### config.mk
export PLATFORM = sky130hd
export DESIGN_NAME = wfgs_finish
export DESIGN_NICKNAME = d
export VERILOG_FILES = /design/src/hdl/wfgs_pkg.sv /design/src/hdl/wfgs_finish.sv
export SDC_FILE = /design/constraint.sdc
export NUM_CORES = 1
export LEC_CHECK = 0
export ABC_AREA = 1
export BUFFER_PORTS_ARGS = -buffer_cell sky130_fd_sc_hd__buf_4
export CAP_MARGIN = 10
export CORE_AREA = 10 10 200 202
export CTS_CLUSTER_SIZE = 40
export DETAILED_ROUTE_END_ITERATION = 6
export DIE_AREA = 0 0 210 212
export MAX_ROUTING_LAYER = met4
export PLACE_DENSITY = 0.71
export SLEW_MARGIN = 0
export SYNTH_ARGS = -nofsm -noshare
export SYNTH_HDL_FRONTEND = slang
export SYNTH_SLANG_ARGS = --single-unit
### constraint.sdc
create_clock -name clk -period 7.2 [get_ports clk]
set_input_delay 1.44 -clock clk [delete_from_list [all_inputs] [get_ports clk]]
set_output_delay 1.44 -clock clk [all_outputs]
set_load 0.03 [all_outputs]
### src/hdl/wfgs_pkg.sv
// ----------------------------------------------------------------------------
// wfgs_pkg
// Shared types, register codes and constants of the water flow grid stencil.
// ----------------------------------------------------------------------------
package wfgs_pkg;

  localparam int MAX_WIDTH_DEF  = 512;
  localparam int MAX_HEIGHT_DEF = 4096;

  localparam int CFG_INDEX_W = 2;
  localparam int CFG_DATA_W  = 16;

  // Register indexes
  localparam logic [CFG_INDEX_W-1:0] REG_GRID_WIDTH   = 2'd0;
  localparam logic [CFG_INDEX_W-1:0] REG_GRID_HEIGHT  = 2'd1;
  localparam logic [CFG_INDEX_W-1:0] REG_SOURCE_LEVEL = 2'd2;
  localparam logic [CFG_INDEX_W-1:0] REG_SINK_LEVEL   = 2'd3;

  localparam logic [9:0]  GRID_WIDTH_RST   = 10'd64;
  localparam logic [12:0] GRID_HEIGHT_RST  = 13'd64;
  localparam logic [15:0] SOURCE_LEVEL_RST = 16'd25344;
  localparam logic [15:0] SINK_LEVEL_RST   = 16'd0;

  // Item kinds
  localparam logic MODE_CELL  = 1'b0;
  localparam logic MODE_FLUSH = 1'b1;

  // Wet average: sum of up to five waters, divided by a count of 1..5
  localparam int SUM_W       = 19;
  localparam int CNT_W       = 3;
  localparam int RECIP_SHIFT = 20;
  localparam int RECIP_W     = 21;

  typedef struct packed {
    logic [15:0] water;
    logic [9:0]  land;
  } cell_t;

  // One column of the line store: the newer row and the row above it
  typedef struct packed {
    cell_t mid;
    cell_t up;
  } col_t;

  // Neighborhood of one emitted cell, right neighbor travels apart
  typedef struct packed {
    logic [8:0]  x;
    logic [11:0] y;
    logic        first;
    logic        last;
    logic        has_up;
    logic        has_left;
    logic        has_down;
    logic        has_right;
    cell_t       own;
    cell_t       up;
    cell_t       left;
    cell_t       down;
  } win_t;

  // Folded neighborhood: wet sum and count, dry maximum
  typedef struct packed {
    logic [8:0]       x;
    logic [11:0]      y;
    logic             first;
    logic             last;
    logic             dry;
    logic [SUM_W-1:0] sum;
    logic [CNT_W-1:0] cnt;
    logic [15:0]      big;
    logic [17:0]      land8;
    logic [15:0]      own;
  } mrg_t;

  // floor(2^RECIP_SHIFT / c) for the counts that occur
  function automatic logic [RECIP_W-1:0] recip(input logic [CNT_W-1:0] c);
    logic [RECIP_W-1:0] r;
    unique case (c)
      3'd1:    r = 21'd1048576;
      3'd2:    r = 21'd524288;
      3'd3:    r = 21'd349525;
      3'd4:    r = 21'd262144;
      3'd5:    r = 21'd209715;
      default: r = '0;
    endcase
    return r;
  endfunction

endpackage

### src/hdl/wfgs_finish.sv
// ----------------------------------------------------------------------------
// wfgs_finish
// Divides the wet sum by its count through a reciprocal multiply, corrects
// the quotient, picks the dry rule and the forced levels, holds the result.
// ----------------------------------------------------------------------------
module wfgs_finish
  import wfgs_pkg::*;
(
  input  logic        clk,
  input  logic        rst,
  input  logic        mrg_valid,
  output logic        mrg_ready,
  input  mrg_t        mrg,
  input  logic [15:0] source_level,
  input  logic [15:0] sink_level,
  output logic        res_valid,
  input  logic        res_ready,
  output logic [15:0] new_water,
  output logic [8:0]  cell_x,
  output logic [11:0] cell_y,
  output logic        frame_end
);

  logic                     v3;
  logic                     en3;
  logic                     en4;
  mrg_t                     m3;
  logic [SUM_W-1:0]         q3;
  logic [SUM_W+RECIP_W-1:0] prod;
  logic [SUM_W-1:0]         qc;
  logic [SUM_W-1:0]         rem;
  logic [SUM_W-1:0]         wet_q;
  logic [SUM_W-1:0]         dry_mean;
  logic [15:0]              nw;

  assign en4       = !res_valid || res_ready;
  assign en3       = !v3 || en4;
  assign mrg_ready = en3;

  assign prod = (SUM_W+RECIP_W)'(mrg.sum) * (SUM_W+RECIP_W)'(recip(mrg.cnt));

  // Estimate the quotient
  always_ff @(posedge clk) begin
    if (rst) begin
      v3 <= 1'b0;
    end else if (en3) begin
      v3 <= mrg_valid;
    end
    if (en3) begin
      m3 <= mrg;
      q3 <= prod[RECIP_SHIFT +: SUM_W];
    end
  end

  // Correct the estimate and select the new water
  always_comb begin
    qc       = q3 * SUM_W'(m3.cnt);
    rem      = m3.sum - qc;
    wet_q    = (rem >= SUM_W'(m3.cnt)) ? (q3 + SUM_W'(1)) : q3;
    dry_mean = (SUM_W'(m3.big) + SUM_W'(m3.land8)) >> 1;
    if (!m3.dry) begin
      nw = wet_q[15:0];
    end else if ({2'b00, m3.big} >= m3.land8) begin
      nw = dry_mean[15:0];
    end else begin
      nw = m3.own;
    end
    if (m3.first) begin
      nw = source_level;
    end
    if (m3.last) begin
      nw = sink_level;
    end
  end

  // Output register
  always_ff @(posedge clk) begin
    if (rst) begin
      res_valid <= 1'b0;
    end else if (en4) begin
      res_valid <= v3;
    end
    if (en4) begin
      new_water <= nw;
      cell_x    <= m3.x;
      cell_y    <= m3.y;
      frame_end <= m3.last;
    end
  end

endmodule

==> Yosys cells after proc, flatten, opt, wreduce, memory -nomap -nowiden <==
Index checks and enable logic that the tools add are counted.
{ "totals": {"input_bits": 132, "register_bits": 155, "elab_cells": 39} }
{ "op_classes": {"n_eq_ne": 5, "n_reduce_logical": 4, "add_sub_neg": 3, "n_mux": 6, "mul": 2, "n_lt_le_gt_ge": 2} }
{ "op_table": {"columns": ["op", "count"], "rows": [
  ["$pmux 21 s5", 1],
  ["$mux 16", 5],
  ["$mul 19x21->39", 1],
  ["$ge 19x3->1", 1],
  ["$mul 19x3->19", 1],
  ["$sub 19x19->19", 1],
  ["$ge 16x18->1", 1],
  ["$add 16x17->17", 1],
  ["$add 16x1->16 const B", 1],
  ["$eq 3x2->1 const B", 2],
  ["$eq 3x3->1 const B", 2],
  ["$eq 3x1->1 const B", 1],
  ["$logic_not 1->1", 2],
  ["$logic_or 1x1->1", 2]
]} }

==> Logic depth before layout (Yosys ltp) <==
{ "depth": {"depth_word": 7, "mapped_depth": 31, "depth_no_buf": 31} }

==> Least setup slack after synthesis <==
No wires, ideal clock.
{ "synth_timing": {"path_kind": "input port to flip-flop", "from": "in mrg[51] in the netlist's numbering", "to": "reg q3[17], data pin", "arrival_ps": 7362, "setup_slack_ps": -414, "required_ps": 6948, "setup_ps": 252, "path_buffers": 1, "stages": 27, "path_cell_list": "inv_2 -> ha_1 -> nor4_1 -> inv_1 -> clkbuf_1 -> nor2_1 -> fa_1 -> fa_1 -> inv_1 -> fa_1 -> inv_1 -> fa_1 -> fa_1 -> inv_1 -> fa_1 -> inv_1 -> ha_1 -> a21oi_1 -> inv_1 -> a21oi_1 -> o21ai_0 -> a21oi_1 -> nand2_1 -> a21oi_1 -> inv_1 -> nand2_1 -> nand2_1"} }
{ "synth_between": {"elab_chain_len": 3} }
{ "synth_rtl": {"columns": ["element", "line_no", "text"], "rows": [
  ["start: declaration", "wfgs_finish.sv:13", "input mrg_t mrg,"],
  ["$eq 3x3->1, or another cell as far along", "wfgs_pkg.sv:78", "unique case (c)"],
  ["$pmux 21 s5 *", "wfgs_pkg.sv:78", null],
  ["$mul 19x21->39 *", "wfgs_finish.sv:40", "assign prod = (SUM_W+RECIP_W)'(mrg.sum) * (SUM_W+RECIP_W)'(recip(mrg.cnt));"],
  ["net prod[37]", "wfgs_finish.sv:29", "logic [SUM_W+RECIP_W-1:0] prod;"],
  ["end signal: assignment", "wfgs_finish.sv:51", "q3 <= prod[RECIP_SHIFT +: SUM_W];"],
  ["end: declaration", "wfgs_finish.sv:28", "logic [SUM_W-1:0] q3;"]
]} }
Mark *: on every way through the listed nets, which the timed path passes. The rest lies on a longest branch.
A chain may end at the register's enable or synchronous reset.

==> Final worst setup path <==
{ "layout_timing": {"from": "in mrg[51] in the netlist's numbering", "to": "reg q3[9], data pin"} }
The elaborated chain is that of the path after synthesis.

==> impl_metrics.py <==
metrics = {
    "min_path": {
        "hold-path-cell-count": 0,
        "hold_start": "m3[75]$_DFFE_PP_",
        "hp-class": "flop to flop",
        "hold_path_end": "cell_y[0]$_DFFE_PP_",
    },
    "timing": {
        "setup_viol": 0,
        "timing.hold.ws_ns": 0.422,
        "tightest_slew_ns": 1.07,
        "min_period_ns": 6.98,
        "skew_ns": 0.0193,
        "finalHoldViolations": 0,
        "rsz0062_at_grt": "true",
        "slew_headroom_pct": 28.5,
        "slew_violations": 0,
        "fin_crit_sh_pct": 96.9,
        "fmax_mhz": 143,
    },
    "floorplan": {
        "core_area_um2": 36100,
        "die_y_um": 212,
        "die_area_um2": 44500,
        "start_util_pct": 49.1,
        "rows": 70,
        "ioPinCount": 172,
        "die_x_um": 210,
    },
    "synthesis": {
        "ys_seq_elements": 155,
        "synth_cell_types": 44,
        "synthCells": 2062,
        "synth-compound-area-share_pct": 5.86,
        "ys_top_cells_by_area": "edfxtp_1, fa_1, ha_1, inv_1, nand2_1",
        "synth_top_cell_area_share_pct": 25.9,
        "synth-simple-area-share_pct": 17.1,
        "synth_edf_count": 153,
        "synth_xor_xnor_area_share_pct": 2.52,
        "synth.avg_cell_area_um2": 8.60,
        "yosys_warnings": 0,
        "ys_seq_area_share_pct": 26.1,
        "synth.most_common_cell": "inv_1",
        "ys.flop_type": "edfxtp_1",
        "synth_top_family_by_area": "adder cells",
        "yosysTopAreaCell": "edfxtp_1",
        "synth_fa_ha_area_share_pct": 36.7,
        "synth.mux.area_fraction_pct": 0,
        "synth_nets": 2590,
        "synth_common_cells": "inv_1, nand2_1, fa_1, nor2_1, ha_1",
        "async_flop_share_pct": 0,
        "netlist_area_um2": 17700,
    },
    "setup_path": {
        "rr_endpoint": "new_water[14]$_DFFE_PP_",
        "rr_worst_depth": 20,
        "rrSetupSlack_ns": 2.47,
        "cp_data_required_time_ns": 7.38,
        "reg2reg_from": "m3[50]$_DFFE_PP_",
        "max_stage_delay_ns": 0.54,
        "crit_start": "mrg[51]",
        "arrival_ns": 7.16,
        "path_buf_inv": 9,
        "crit_top_cell": "fa_1",
        "critPathLaunchType": "primary input",
        "critical_path_class": "primary input to flop",
        "crit_family": "adder cells",
        "end_kind": "flop",
        "path_max_fanout": 3,
        "cp_slowest_cell": "fa_1",
    },
    "route": {
        "drc": 0,
        "drtAntennaViolNets": 0,
        "dr_total_vias": 14556,
        "wl_mm": 49.6,
        "first_pass_iters": 6,
        "routed_via_density": 5.06,
        "detail_route.wl_per_cell_um": 17.2,
        "dr.first_iter.drc_count": 884,
    },
    "global_route": {
        "antenna_found_initial": 1,
        "grt_pass1_wl_mm": 78.7,
        "grt_overflow": 0,
        "grtUsageTotal_pct": 23.0,
        "first_global_vias": 15130,
        "grt_start_max_net_pins": 75,
    },
    "place": {
        "gp_congestion": 1.01,
        "postPlaceCellArea_um2": 20700,
        "dp_hpwl_mm": 42.3,
        "placedCellCount": 2842,
        "port_buffers": 171,
    },
    "run": {
        "drv_cap": 0,
    },
    "power": {
        "total_power_mw": 7.30,
        "p_leak_nw": 11.4,
        "vdd_drop_max_uv": 292,
        "powerDensity_nw_per_um2": 339,
    },
    "clock_tree": {
        "worstSkewPairLatency_ns": 0.44,
        "cts_tree": "built",
        "hold_buffers": 0,
        "cts.clk_slew.worst_paths_ns": 0.07,
        "cts_root_buffer": "clkbuf_16",
        "cts_htree_levels": 4,
        "clock-sinks": 155,
        "cts_buffers": 17,
        "ctsLongestPathBuffers": 2,
    },
    "run_status": {
        "outcome": "finished clean",
    },
    "finish": {
        "multiInputGateArea_um2": 11200,
        "drive_gt1_share_pct": 18.3,
        "fillers": 3170,
        "final_cells": 2878,
        "area_delta_synth_final_pct": 21.4,
        "register_area_um2": 4630,
        "fin_util_pct": 59.7,
        "final_cell_area_um2": 21500,
        "fin_nets": 2924,
    },
}
==> sequential cells by signal (all words and copies together) (netlist names) <==
register,cells
frame_end,1
m3,96
v3,1
cell_y,12
res_valid,1
new_water,16
q3,19
cell_x,9
==> worst max path at each step <==
stage	endpoint	slack (ns)	depth (start not counted)
floorplan	q3[17]$_DFFE_PP_	0.0008	27
global placement	q3[18]$_DFFE_PP_	-0.22	25
detailed placement	q3[17]$_DFFE_PP_	-0.34	27
CTS	q3[17]$_DFFE_PP_	0.11	25
global route	q3[17]$_DFFE_PP_	-0.04	28
finish	q3[9]$_DFFE_PP_	0.22	25
==> layout by cell type, fill, tap and decap left out, types with 7 or more instances in the layout <==
master and count:
o21a_1 7, a21oi_1 87, inv_1 510, buf_4 337, a21o_1 7, fa_1 197
nand2_2 8, ha_1 188, clkbuf_16 17, o21bai_1 7, nor3_1 20, nand2_1 377
edfxtp_1 153, nand3_1 82, nand3b_1 7, fa_2 9, o21ai_0 44, inv_2 9
nor2_1 188, xnor2_1 14, nor2_2 11, a21oi_2 12, xor2_1 37, nand4_1 12
==> metrics by stage <==
| step | setup slack, ns | TNS [ns] |
|---|---|---|
| 3_5_place_dp | -0.337 | -4.33 |
| 3_3_place_gp | -0.220 | -2.82 |
| 4_1_cts | 0.108 | 0 |
| 2_1_floorplan | 0.000751 | 0 |
| 6_report | 0.224 | 0 |
| 5_1_grt | -0.0395 | -0.171 |
==> kinds of logic (layout without fill, tap and decap cells) <==
logic type	Yosys count	in the layout
simple gates	727	727
other cells	0	1
xor+xnor	51	51
fa+ha+maj	396	396
flops	155	155
compound gates	187	187
buf+inv	546	893
==> power breakdown <==
group          switching, mW  internal, mW
registers              0.150          1.16
clock network          0.437         0.534
logic                   2.98          2.05
total                   3.56          3.74
==> per-layer routing <==
layer | vias up | GRT usage, % | wire length, um
met5 | - | - | 0
met4 | 0 | 8.29 | 1530
met3 | 88 | 2.22 | 1850
met2 | 342 | 41.2 | 26600
met1 | 7074 | 26.3 | 19600
li1 | 7052 | - | -
==> cell type report <==
class | count | share of cell area, %
inverter | 522 | 9.10
multi-input combinational | 1361 | 51.9
clock buffer | 18 | 1.99
timing repair buffer | 339 | 11.9
tap | 468 | 2.72
clock inverter | 14 | 0.871
antenna | 1 | 0.0116
sequential | 155 | 21.5
==> what timing repair did <==
item | CTS | global route
gates resized for setup | 0 | 45
setup buffers | 0 | 3
endpoints found under the setup margin | 0 | 19
Note: power is estimated with default switching activity, not from simulation.
