$ cat config.mk
export PLATFORM = sky130hd
export DESIGN_NAME = wfgs_merge
export DESIGN_NICKNAME = d
export VERILOG_FILES = /design/src/hdl/wfgs_pkg.sv /design/src/hdl/wfgs_merge.sv
export SDC_FILE = /design/constraint.sdc
export NUM_CORES = 1
export LEC_CHECK = 0
export BUFFER_PORTS_ARGS = -buffer_cell sky130_fd_sc_hd__buf_2
export CORE_MARGIN = 5
export CORE_UTILIZATION = 32
export CTS_CLUSTER_DIAMETER = 80
export CTS_CLUSTER_SIZE = 30
export DETAILED_ROUTE_END_ITERATION = 10
export PLACE_DENSITY = 0.56
export REMOVE_ABC_BUFFERS = 1
export SETUP_SLACK_MARGIN = 0.1
export SYNTH_ARGS = -nofsm -noshare
export SYNTH_HDL_FRONTEND = slang
export SYNTH_SLANG_ARGS = --single-unit
$ cat constraint.sdc
create_clock -name clk -period 9.6 [get_ports clk]
set_input_delay 0.48 -clock clk [delete_from_list [all_inputs] [get_ports clk]]
set_output_delay 0.48 -clock clk [all_outputs]
set_load 0.02 [all_outputs]
$ cat src/hdl/wfgs_pkg.sv
// ----------------------------------------------------------------------------
// wfgs_pkg
// Shared types, register codes and constants of the water flow grid stencil.
// ----------------------------------------------------------------------------
package wfgs_pkg;

  localparam int MAX_WIDTH_DEF  = 512;
  localparam int MAX_HEIGHT_DEF = 4096;

  localparam int CFG_INDEX_W = 2;
  localparam int CFG_DATA_W  = 16;

  // Register indexes
  localparam logic [CFG_INDEX_W-1:0] REG_GRID_WIDTH   = 2'd0;
  localparam logic [CFG_INDEX_W-1:0] REG_GRID_HEIGHT  = 2'd1;
  localparam logic [CFG_INDEX_W-1:0] REG_SOURCE_LEVEL = 2'd2;
  localparam logic [CFG_INDEX_W-1:0] REG_SINK_LEVEL   = 2'd3;

  localparam logic [9:0]  GRID_WIDTH_RST   = 10'd64;
  localparam logic [12:0] GRID_HEIGHT_RST  = 13'd64;
  localparam logic [15:0] SOURCE_LEVEL_RST = 16'd25344;
  localparam logic [15:0] SINK_LEVEL_RST   = 16'd0;

  // Item kinds
  localparam logic MODE_CELL  = 1'b0;
  localparam logic MODE_FLUSH = 1'b1;

  // Wet average: sum of up to five waters, divided by a count of 1..5
  localparam int SUM_W       = 19;
  localparam int CNT_W       = 3;
  localparam int RECIP_SHIFT = 20;
  localparam int RECIP_W     = 21;

  typedef struct packed {
    logic [15:0] water;
    logic [9:0]  land;
  } cell_t;

  // One column of the line store: the newer row and the row above it
  typedef struct packed {
    cell_t mid;
    cell_t up;
  } col_t;

  // Neighborhood of one emitted cell, right neighbor travels apart
  typedef struct packed {
    logic [8:0]  x;
    logic [11:0] y;
    logic        first;
    logic        last;
    logic        has_up;
    logic        has_left;
    logic        has_down;
    logic        has_right;
    cell_t       own;
    cell_t       up;
    cell_t       left;
    cell_t       down;
  } win_t;

  // Folded neighborhood: wet sum and count, dry maximum
  typedef struct packed {
    logic [8:0]       x;
    logic [11:0]      y;
    logic             first;
    logic             last;
    logic             dry;
    logic [SUM_W-1:0] sum;
    logic [CNT_W-1:0] cnt;
    logic [15:0]      big;
    logic [17:0]      land8;
    logic [15:0]      own;
  } mrg_t;

  // floor(2^RECIP_SHIFT / c) for the counts that occur
  function automatic logic [RECIP_W-1:0] recip(input logic [CNT_W-1:0] c);
    logic [RECIP_W-1:0] r;
    unique case (c)
      3'd1:    r = 21'd1048576;
      3'd2:    r = 21'd524288;
      3'd3:    r = 21'd349525;
      3'd4:    r = 21'd262144;
      3'd5:    r = 21'd209715;
      default: r = '0;
    endcase
    return r;
  endfunction

endpackage

$ cat src/hdl/wfgs_merge.sv
// ----------------------------------------------------------------------------
// wfgs_merge
// Folds the four neighbors into a wet sum and count or a dry maximum.
// ----------------------------------------------------------------------------
module wfgs_merge
  import wfgs_pkg::*;
(
  input  logic  clk,
  input  logic  rst,
  input  logic  win_valid,
  output logic  win_ready,
  input  win_t  win,
  input  cell_t right,
  output logic  mrg_valid,
  output mrg_t  mrg,
  input  logic  mrg_ready
);

  cell_t            nb  [4];
  logic             has [4];
  logic [17:0]      land8;
  logic [17:0]      nl8;
  logic             dry;
  logic [SUM_W-1:0] sum;
  logic [CNT_W-1:0] cnt;
  logic [15:0]      big;
  mrg_t             mrg_next;

  assign win_ready = !mrg_valid || mrg_ready;

  // Neighbor order: up, left, down, right
  always_comb begin
    nb[0]  = win.up;
    nb[1]  = win.left;
    nb[2]  = win.down;
    nb[3]  = right;
    has[0] = win.has_up;
    has[1] = win.has_left;
    has[2] = win.has_down;
    has[3] = win.has_right;
  end

  // Fold the neighbors
  always_comb begin
    land8 = {win.own.land, 8'h00};
    dry   = {2'b00, win.own.water} <= land8;
    sum   = SUM_W'(win.own.water);
    cnt   = CNT_W'(1);
    big   = '0;
    nl8   = '0;
    for (int i = 0; i < 4; i++) begin
      nl8 = {nb[i].land, 8'h00};
      if (has[i]) begin
        if (!dry) begin
          if (nl8 < {2'b00, win.own.water}) begin
            sum = sum + SUM_W'(nb[i].water);
            cnt = cnt + CNT_W'(1);
          end
        end else if (({2'b00, nb[i].water} > nl8) && (nb[i].water > big)) begin
          big = nb[i].water;
        end
      end
    end
    mrg_next.x     = win.x;
    mrg_next.y     = win.y;
    mrg_next.first = win.first;
    mrg_next.last  = win.last;
    mrg_next.dry   = dry;
    mrg_next.sum   = sum;
    mrg_next.cnt   = cnt;
    mrg_next.big   = big;
    mrg_next.land8 = land8;
    mrg_next.own   = win.own.water;
  end

  // Advance
  always_ff @(posedge clk) begin
    if (rst) begin
      mrg_valid <= 1'b0;
    end else if (win_ready) begin
      mrg_valid <= win_valid;
    end
    if (win_ready) begin
      mrg <= mrg_next;
    end
  end

endmodule

; Yosys cells after proc, flatten, opt, wreduce, memory -nomap -nowiden
; Cells that the tools add are included.
[word_totals]
register_bits = 89
latchBits = 0
mem_bits_rw = 0
romBits = 0
in_bits = 161
output_inout_bits = 98
n_memories = 0
[op_classes]
n_addsub = 7
mul = 0
n_div = 0
order_cmp = 13
eq_ne = 0
n_shift = 0
mux = 36
n_bitwise = 0
reduce_logical = 6
[ops]
columns = op, n
row1 = 2-to-1 mux 16 bit, 12
row2 = 2-to-1 mux 19 bit, 9
row3 = greater-than comparator 16 x 18 -> 1 bit, 4
row4 = < comparator 18 x 16 -> 1 bit, 4
row5 = adder 19 x 16 -> 19 bit, 3
row6 = 2-to-1 mux 17 bit, 3
row7 = greater-than comparator 16 bit, 3
row8 = 2-to-1 mux 3 bit, 9
row9 = <= comparator 16 x 18 -> 1 bit, 1
row10 = adder 16 x 16 -> 17 bit, 1
row11 = "greater-than comparator 16 x 1 -> 1 bit, second input constant", 1
row12 = "adder 3 x 1 -> 3 bit, second input constant", 3
row13 = 2-to-1 mux 2 bit, 3
row14 = logical AND 1 bit, 4
row15 = logical NOT 1 bit, 1
row16 = logical OR 1 bit, 1

; Longest topological paths before layout
; Gate-level depths: netlist of run 1.
[logic_depth]
word_depth = 20
mapped_depth = 43
depth_no_buf = 37

; Worst setup path before layout of run 1
; No wires, ideal clock.
[synth_timing]
path_kind = input -> register
from = input win[96] in the netlist's numbering
to = register mrg[35] in the netlist's numbering, data pin
setup_ns = 0.174
arrival_time_ns = 8.121
required_ns = 9.426
slack_ns = 1.304
stages = 41
path_cell_list = inv_1 > ha_1 > and4_1 > and4_1 > a311o_1 > nand2_1 > a211oi_2 > nand2_1 > ha_1 > nand3_1 > or4_1 > o21ai_0 > nor3_1 > nor3_1 > clkbuf_1 > a22o_1 > inv_1 > ha_1 > (+5 left out) > o221a_2 > o31a_1 > and2_1 > clkbuf_1 > clkbuf_1 > o21ai_0 > ha_1 > a21o_1 > a21o_1 > a21oi_1 > nor2b_1 > o21ai_0 > a31o_2 > or2_2 > buf_1 > clkbuf_1 > nor2_1 > a311oi_1
[synth_via]
elab_chain_len = 18
[synth_rtl]
columns = element, line
row1 = from (decl), wfgs_merge.sv:12  ; input win_t win,
row2 = <= comparator 16 x 18 -> 1 bit *, wfgs_merge.sv:46  ; dry = {2'b00, win.own.water} <= land8;
row3 = 2-to-1 mux 16 bit, wfgs_merge.sv:54  ; if (!dry) begin
row4 = 2-to-1 mux 16 bit, wfgs_merge.sv:53  ; if (has[i]) begin
row5 = greater-than comparator 16 bit, wfgs_merge.sv:59  ; end else if (({2'b00, nb[i].water} > nl8) && (nb[i].water > big)) begin
row6 = logical AND 1 bit, wfgs_merge.sv:59
row7 = 2-to-1 mux 16 bit, wfgs_merge.sv:59
row8 = 2-to-1 mux 16 bit, wfgs_merge.sv:54
row9 = 2-to-1 mux 16 bit, wfgs_merge.sv:53
row10 = (+3 left out), n/a
row11 = 2-to-1 mux 16 bit, wfgs_merge.sv:54
row12 = 2-to-1 mux 16 bit, wfgs_merge.sv:53
row13 = greater-than comparator 16 bit, wfgs_merge.sv:59
row14 = logical AND 1 bit, wfgs_merge.sv:59
row15 = 2-to-1 mux 16 bit, wfgs_merge.sv:59
row16 = 2-to-1 mux 16 bit, wfgs_merge.sv:54
row17 = 2-to-1 mux 16 bit *, wfgs_merge.sv:53
row18 = net big[1], wfgs_merge.sv:26  ; logic [15:0] big;
row19 = to (signal assigned), wfgs_merge.sv:84  ; mrg <= mrg_next;
row20 = to (decl), wfgs_merge.sv:15  ; output mrg_t mrg,
; The timed path passes the listed nets; every way through them passes the cells marked *.
; A chain may end at the register's enable or synchronous reset.

; Worst setup path after layout of run 1
[layout_timing]
from = input win[96] in the netlist's numbering
to = register mrg[71] in the netlist's numbering, data pin
[layout_via]
elab_chain_len = 16
[layout_rtl]
columns = element, line
row1 = adder 16 x 16 -> 17 bit / < comparator 18 x 16 -> 1 bit (equally long branches), "wfgs_merge.sv:56, wfgs_merge.sv:55"
row2 = 2-to-1 mux 17 bit, wfgs_merge.sv:55  ; if (nl8 < {2'b00, win.own.water}) begin
row3 = 2-to-1 mux 17 bit, wfgs_merge.sv:54
row4 = 2-to-1 mux 17 bit, wfgs_merge.sv:53
row5 = adder 19 x 16 -> 19 bit, wfgs_merge.sv:56  ; sum = sum + SUM_W'(nb[i].water);
row6 = 2-to-1 mux 19 bit, wfgs_merge.sv:55
row7 = 2-to-1 mux 19 bit, wfgs_merge.sv:54
row8 = 2-to-1 mux 19 bit, wfgs_merge.sv:53
row9 = adder 19 x 16 -> 19 bit, wfgs_merge.sv:56
row10 = 2-to-1 mux 19 bit, wfgs_merge.sv:55
row11 = 2-to-1 mux 19 bit, wfgs_merge.sv:54
row12 = 2-to-1 mux 19 bit, wfgs_merge.sv:53
row13 = adder 19 x 16 -> 19 bit, wfgs_merge.sv:56
row14 = 2-to-1 mux 19 bit, wfgs_merge.sv:55
row15 = 2-to-1 mux 19 bit, wfgs_merge.sv:54
row16 = 2-to-1 mux 19 bit *, wfgs_merge.sv:53
row17 = net sum[18], wfgs_merge.sv:24  ; logic [SUM_W-1:0] sum;
; Marked as above.

==> out/qor.tcl, run 1 <==
set qor(endpoint_kind) {register}
set qor(cp_data_arrival_time_ps) 9020
set qor(fin_cells) 1880
set qor(sink_of_the_worst_hold_path) {mrg_valid}
set qor(timing.hold.worst.class) {primary input to register}
set qor(floorplan.initialDensity) 0.3247
set qor(global_route.overflow_total) 0
set qor(core_sq_um) 32540
set qor(whs_ps) 266.6
set qor(worstSkewPairLatency_ps) 370
set qor(required_ps) 9700
set qor(hold_viol) 0
set qor(top_count_cell_post_synth) {sky130_fd_sc_hd__ha_1}
set qor(async_flop_share) 0
set qor(detailed_place_hpwl_mm) 33.22
set qor(die_area_sq_um) 36750
set qor(remaining_drc_errors) 0
set qor(route.vias.total) 10300
set qor(numPlacedInstances) 1863
set qor(drt_pre_antenna_iters) 5
set qor(irDropWorstVdd_v) 0.00008327
set qor(wl_per_cell_microns) 20.97
set qor(run_status) {completed}
set qor(post-synth-top-area-cell) {sky130_fd_sc_hd__edfxtp_1}
set qor(critPathSlowestCell) {sky130_fd_sc_hd__or4b_1}
set qor(cap_viol_max_count) 0
set qor(fin_setup_tns_ps) 0
set qor(critPathKind) {primary input to register}
set qor(hold_path_startpoint) {rst}
set qor(post-cts-setup-buffers) 0
set qor(vias_in_the_first_global_route) 10040
set qor(cp_common_cell) {sky130_fd_sc_hd__ha_1}
set qor(grt_max_degree) 63
set qor(ctsRootBufferMaster) {sky130_fd_sc_hd__clkbuf_16}
set qor(startpoint_type) {primary input}
set qor(synth_area_per_cell_sq_um) 8.976
set qor(tmin_final_ps) 8917
set qor(numPortBuffers) 250
set qor(rr_startpoint) {mrg_valid}
set qor(routabilityCongestion) 0.9792
set qor(ys.warnings.count) 0
set qor(antenna_found_initial) 2
set qor(setup_viol_count_final) 0
set qor(yosys.area.top_type_share) 0.2501
set qor(tightest_slew_ps) 840.6
set qor(met2_length_mm) 18.28
set qor(layout-drive-gt1-share) 0.2457
set qor(synth-edff-count) 88
set qor(pin_count) 259
set qor(critical_path.reg2reg.endpoint) {mrg[25]}
set qor(placement_rows) 66
set qor(final_antenna_net_count) 0
set qor(met3_length_mm) 2.328
set qor(final_min_period_over_clock_period) 0.9288
set qor(nFillCells) 3456
set qor(synth.ff_latch_count) 89
set qor(route.detailed.vias_per_inst) 5.480
set qor(synth_sequential_area_ratio) 0.2520
set qor(postRouteWirelength_mm) 39.42
set qor(synth.lib_cells_used.distinct) 70
set qor(routedLengthMet1_mm) 17.41
set qor(clock_buffer_count_from_cts) 9
set qor(tritoncts) {done}
set qor(relSlewSlack) 0.4396
set qor(critical_path_s_largest_stage_delay_ps) 710
set qor(die_h_microns) 191.7
set qor(clock_path_buffers) 2
set qor(synthesis.instances) 1177
set qor(syn_to_final_growth_pct) 20.77
set qor(syn_area_sq_um) 10570
set qor(worst_hold_path.num_cells) 2
set qor(post_synth_main_area_contributors) {sky130_fd_sc_hd__edfxtp_1 (25%), sky130_fd_sc_hd__ha_1 (22%), sky130_fd_sc_hd__mux2_2 (4.2%)}
set qor(final_core_util) 0.3922
set qor(crit_path_max_fanout) 17
set qor(cts_num_sinks) 89
set qor(die_w_microns) 191.7
set qor(yosys_most_used_dff) {sky130_fd_sc_hd__edfxtp_1}
set qor(cts_h_tree_depth) 3
set qor(drt-initial-drc-count) 781
set qor(final_max_slew_viol_count) 0
set qor(p_per_area_nw_per_um2) 108.6
set qor(finClkSkew_ps) 10.90
set qor(setup.reg_to_reg.worst_slack_ps) 7710
set qor(global_route_wire_length_before_repair_mm) 58.51
set qor(max_freq_ghz) 0.1121
set qor(clk_pin_slew_worst_paths_ps) 70
set qor(grtUsageTotal) 0.2084
set qor(finish.net_count) 1782
set qor(cellLeakagePower_uw) 0.005773
set qor(synth.top_cells.by_count) {sky130_fd_sc_hd__ha_1 (185), sky130_fd_sc_hd__inv_1 (105), sky130_fd_sc_hd__edfxtp_1 (88), sky130_fd_sc_hd__nand2_1 (75), sky130_fd_sc_hd__nor2_1 (75)}
set qor(unrepaired_setup_endpoints_after_global_routing) {false}
set qor(reg2regPathDepth) 2
set qor(top_layer_used) {met5}
[worst max-delay path: cells and delay by family]
| family | cells | cell delay, ps |
|---|---|---|
| compound gates | 14 | 3130 |
| simple gates | 10 | 2640 |
| mux | 2 | 590 |
| buf+inv | 5 | 880 |
| fa+ha+maj | 4 | 1200 |
| xor+xnor | 1 | 80 |
[cell usage in the layout (no fill, tap or decap), drive strengths merged, types with 6 or more instances in the layout]
cell type	netlist	routed
buf	14	274
ha	185	185
inv	105	108
edfxtp	88	88
nor2	75	75
nand2	75	75
a21oi	72	72
o21ai	68	68
mux2	39	39
o21a	38	38
xnor2	37	37
nand3	33	33
a211oi	31	31
a21o	25	25
nor3	21	21
nor2b	19	19
nand4	17	17
o211ai	17	17
nor4	16	16
a311oi	16	16
xor2	14	14
a22o	13	13
clkbuf	23	10
mux2i	8	8
conb	1	8
o21bai	7	7
o31ai	7	7
a31oi	7	7
and3	6	6
and4	6	6
or2	6	6
[metal layers]
metal,global-route usage,up-vias
li1,-,4958
met5,0,-
met1,0.2776,4870
met4,0.07680,2
met2,0.3475,406
met3,0.02472,67
[flip-flops by register name (all words and copies together), names as in the netlist]
name / cells
mrg_valid: 1
mrg: 88
[final cells by class]
| type | count | area [sq um] | area share |
|---|---|---|---|
| multi-input combinational | 953 | 7388 | 0.5790 |
| sequential | 89 | 2663 | 0.2087 |
| timing repair buffer | 274 | 1456 | 0.1141 |
| tap | 442 | 553.0 | 0.04334 |
| inverter | 105 | 394.1 | 0.03089 |
| clock buffer | 10 | 229.0 | 0.01794 |
| clock inverter | 6 | 73.82 | 0.005785 |
| antenna | 1 | 2.502 | 0.0001961 |
[worst max path at each step]
stage                     startpoint      end  cells after the start
after global placement       win[96]  mrg[71]                     33
final                        win[96]  mrg[71]                     36
after CTS                    win[96]  mrg[71]                     33
after floorplan              win[96]  mrg[36]                     36
after detailed placement     win[96]  mrg[71]                     33
after global routing         win[96]  mrg[71]                     36
[through the flow]
step / power, uW / setup WS [ps] / cell area [sq um]
6_report: 1385 / 683.3 / 12760
5_1_grt: 1471 / 162.1 / 12760
4_1_cts: 1391 / 690.7 / 12740
3_5_place_dp: 1006 / 326.8 / 12440
3_3_place_gp: 999.6 / 386.1 / 12440
2_1_floorplan: 819.2 / 98.59 / 10420
[cell families (layout without fill, tap and decap cells)]
logic type               count (synthesis)  after routing  share of synthesized area
XOR/XNOR                                52             52                    0.04453
AO/OA/AOI/OAI                          348            348                     0.2256
flip-flops                              89             89                     0.2520
adder cells (fa/ha/maj)                189            189                     0.2267
AND/OR/NAND/NOR                        309            309                     0.1477
multiplexers                            47             47                    0.04915
buffers and inverters                  142            395                    0.05400
other                                    1              9                  0.0003549
[where the power goes]
group	switching [uW]	internal [uW]	total [uW]
Clock	174	206	380
Combinational	323	214	537
Sequential	8.29	460	469
[what timing repair did]
action	4_1_cts	5_1_grt
endpoints found under the setup margin	0	1
hold buffers	0	0
gates resized for setup	0	3
Power figures use the tool's default switching activity.
==> run 2, diff against run 1 <==
--- a/config.mk
+++ b/config.mk
@@ -8,9 +8,11 @@
 export BUFFER_PORTS_ARGS = -buffer_cell sky130_fd_sc_hd__buf_2
 export CORE_MARGIN = 5
 export CORE_UTILIZATION = 32
+export CTS_BUF_LIST = sky130_fd_sc_hd__clkbuf_4
 export CTS_CLUSTER_DIAMETER = 80
 export CTS_CLUSTER_SIZE = 30
 export DETAILED_ROUTE_END_ITERATION = 10
+export MAX_ROUTING_LAYER = met4
 export PLACE_DENSITY = 0.56
 export REMOVE_ABC_BUFFERS = 1
 export SETUP_SLACK_MARGIN = 0.1
==> run 2 against run 1 <==
Effect of this change: via count down 1.6%; non-clock buffer count increased by 4; clock skew is 0.51 ps higher.
==> out/qor.tcl, run 2 (same netlist as run 1, synthesis figures left out) <==
set qor(post_cts_hold_buffer_count) 0
set qor(final_max_slew_viol_count) 0
set qor(route.vias.total) 10140
set qor(cp_common_cell) {sky130_fd_sc_hd__ha_1}
set qor(hold_viol) 0
set qor(numPortBuffers) 250
set qor(grt_max_degree) 63
set qor(run_status) {completed}
set qor(pin_count) 259
set qor(grtUsageTotal) 0.2135
set qor(startpoint_type) {primary input}
set qor(routabilityCongestion) 0.9366
set qor(cts_num_sinks) 89
set qor(top_regs) {mrg: 88 flops, mrg_valid: 1 flops}
set qor(tightest_slew_ps) 841.0
set qor(irDropWorstVdd_v) 0.00004751
set qor(critical_path.reg2reg.endpoint) {mrg[25]}
set qor(endpoint_kind) {register}
set qor(fin_setup_tns_ps) 0
set qor(global_route_wire_length_before_repair_mm) 58.13
set qor(vias_in_the_first_global_route) 9831
set qor(final_antenna_net_count) 0
set qor(critPathSlowestCell) {sky130_fd_sc_hd__or4b_1}
set qor(clk_pin_slew_worst_paths_ps) 150
set qor(die_area_sq_um) 36750
set qor(unrepaired_setup_endpoints_after_global_routing) {false}
set qor(setup.reg_to_reg.worst_slack_ps) 7720
set qor(layout.cells.most_common) {sky130_fd_sc_hd__buf_2}
set qor(wl_per_cell_microns) 20.71
set qor(syn_to_final_growth_pct) 19.79
set qor(route.detailed.vias_per_inst) 5.365
set qor(cts_h_tree_depth) 3
set qor(final_min_period_over_clock_period) 0.9231
set qor(sink_of_the_worst_hold_path) {mrg_valid}
set qor(worstSkewPairLatency_ps) 510
set qor(die_w_microns) 191.7
set qor(core_sq_um) 32540
set qor(cellLeakagePower_uw) 0.005740
set qor(tritoncts) {done}
set qor(detailed_place_hpwl_mm) 33.26
set qor(finClkSkew_ps) 11.41
set qor(fin_cells) 1890
set qor(layout-drive-gt1-share) 0.2464
set qor(hold_path_startpoint) {rst}
set qor(finalWorstSetupSlack_ps) 738.6
set qor(required_ps) 9870
set qor(ctsResizeCount) 0
set qor(postRouteWirelength_mm) 39.15
set qor(finish.net_count) 1786
set qor(worst_hold_path.num_cells) 2
set qor(crit_path_max_fanout) 17
set qor(tmin_final_ps) 8861
set qor(ctsRootBufferMaster) {sky130_fd_sc_hd__clkbuf_4}
set qor(critical_path_s_largest_stage_delay_ps) 820
set qor(clock_path_buffers) 2
set qor(relSlewSlack) 0.4394
set qor(p_per_area_nw_per_um2) 99.85
set qor(max_freq_ghz) 0.1128
set qor(dp_slack_ps) 311.2
set qor(numPlacedInstances) 1867
set qor(placement_rows) 66
set qor(critPathKind) {primary input to register}
set qor(setup_viol_count_final) 0
set qor(post-cts-setup-buffers) 0
set qor(die_h_microns) 191.7
set qor(timing.hold.worst.class) {primary input to register}
set qor(reg2regPathDepth) 2
set qor(layout.cells.most_common_list) {sky130_fd_sc_hd__buf_2 (250), sky130_fd_sc_hd__ha_1 (185), sky130_fd_sc_hd__inv_1 (105)}
set qor(antenna_found_initial) 6
set qor(drt_pre_antenna_iters) 6
set qor(top_register) {mrg}
set qor(clock_buffer_count_from_cts) 9
set qor(drt-initial-drc-count) 855
set qor(remaining_drc_errors) 0
set qor(cap_viol_max_count) 0
set qor(floorplan.initialDensity) 0.3247
set qor(global_route.overflow_total) 0
set qor(number_of_flip_flops_in_the_largest_register) 88
set qor(cp_data_arrival_time_ps) 9130
set qor(rr_startpoint) {mrg_valid}
run 2: cell types whose count changed in the layout (fill, tap and decap cells not counted), sizes merged:
cell	delta
buf	+4
bufinv	+1
clkinv	+2
clkinvlp	-1
diode	+6
inv	-2
run 2: cell type report:
class	instances	area, sq um
timing repair buffer	278	1486
clock buffer	10	75.07
multi-input combinational	953	7376
sequential	89	2663
antenna	7	17.52
fill	3386	19880
clock inverter	6	91.34
inverter	105	394.1
tap	442	553.0
run 2: worst max-delay path, delay by kind of cell:
kind            cells  cell delay [ps]
xor+xnor            1               80
mux                 3              960
compound gates     12             3060
simple gates        7             2540
buf+inv             5              710
fa+ha+maj           4             1300
run 2: routing by layer:
| metal | vias to the layer above | wire [microns] | track usage |
|---|---|---|---|
| li1 | 4996 | - | - |
| met3 | 53 | 2212 | 0.02472 |
| met5 | - | 0 | - |
| met1 | 4775 | 17510 | 0.2799 |
| met2 | 316 | 18380 | 0.3486 |
| met4 | 0 | 1050 | 0.06243 |
run 2: worst max path at each step:
| stage | slack [ps] | depth (start not counted) | startpoint | end |
|---|---|---|---|---|
| 4_1_cts | 850 | 32 | win[96] | mrg[71] |
| 2_1_floorplan | 100 | 36 | win[96] | mrg[36] |
| 3_3_place_gp | 360 | 32 | win[96] | mrg[71] |
| 3_5_place_dp | 310 | 32 | win[96] | mrg[71] |
| 5_1_grt | 380 | 32 | win[96] | mrg[71] |
| 6_report | 740 | 32 | win[96] | mrg[71] |
run 2: stage by stage:
step,power [uW],util,instance area (sq um),hold WS (ps)
floorplan,819.2,-,10420,549.1
global placement,1003,0.3833,12470,639.2
detailed placement,1006,0.3833,12470,640.6
CTS,1274,0.3884,12640,46.09
global route,1345,0.3889,12650,58.06
finish,1264,0.3890,12660,98.45
run 2: power by group:
group | internal (uW) | switching (uW)
Combinational | 214 | 320
Clock | 110 | 151
Sequential | 460 | 8.17
Total | 784 | 480
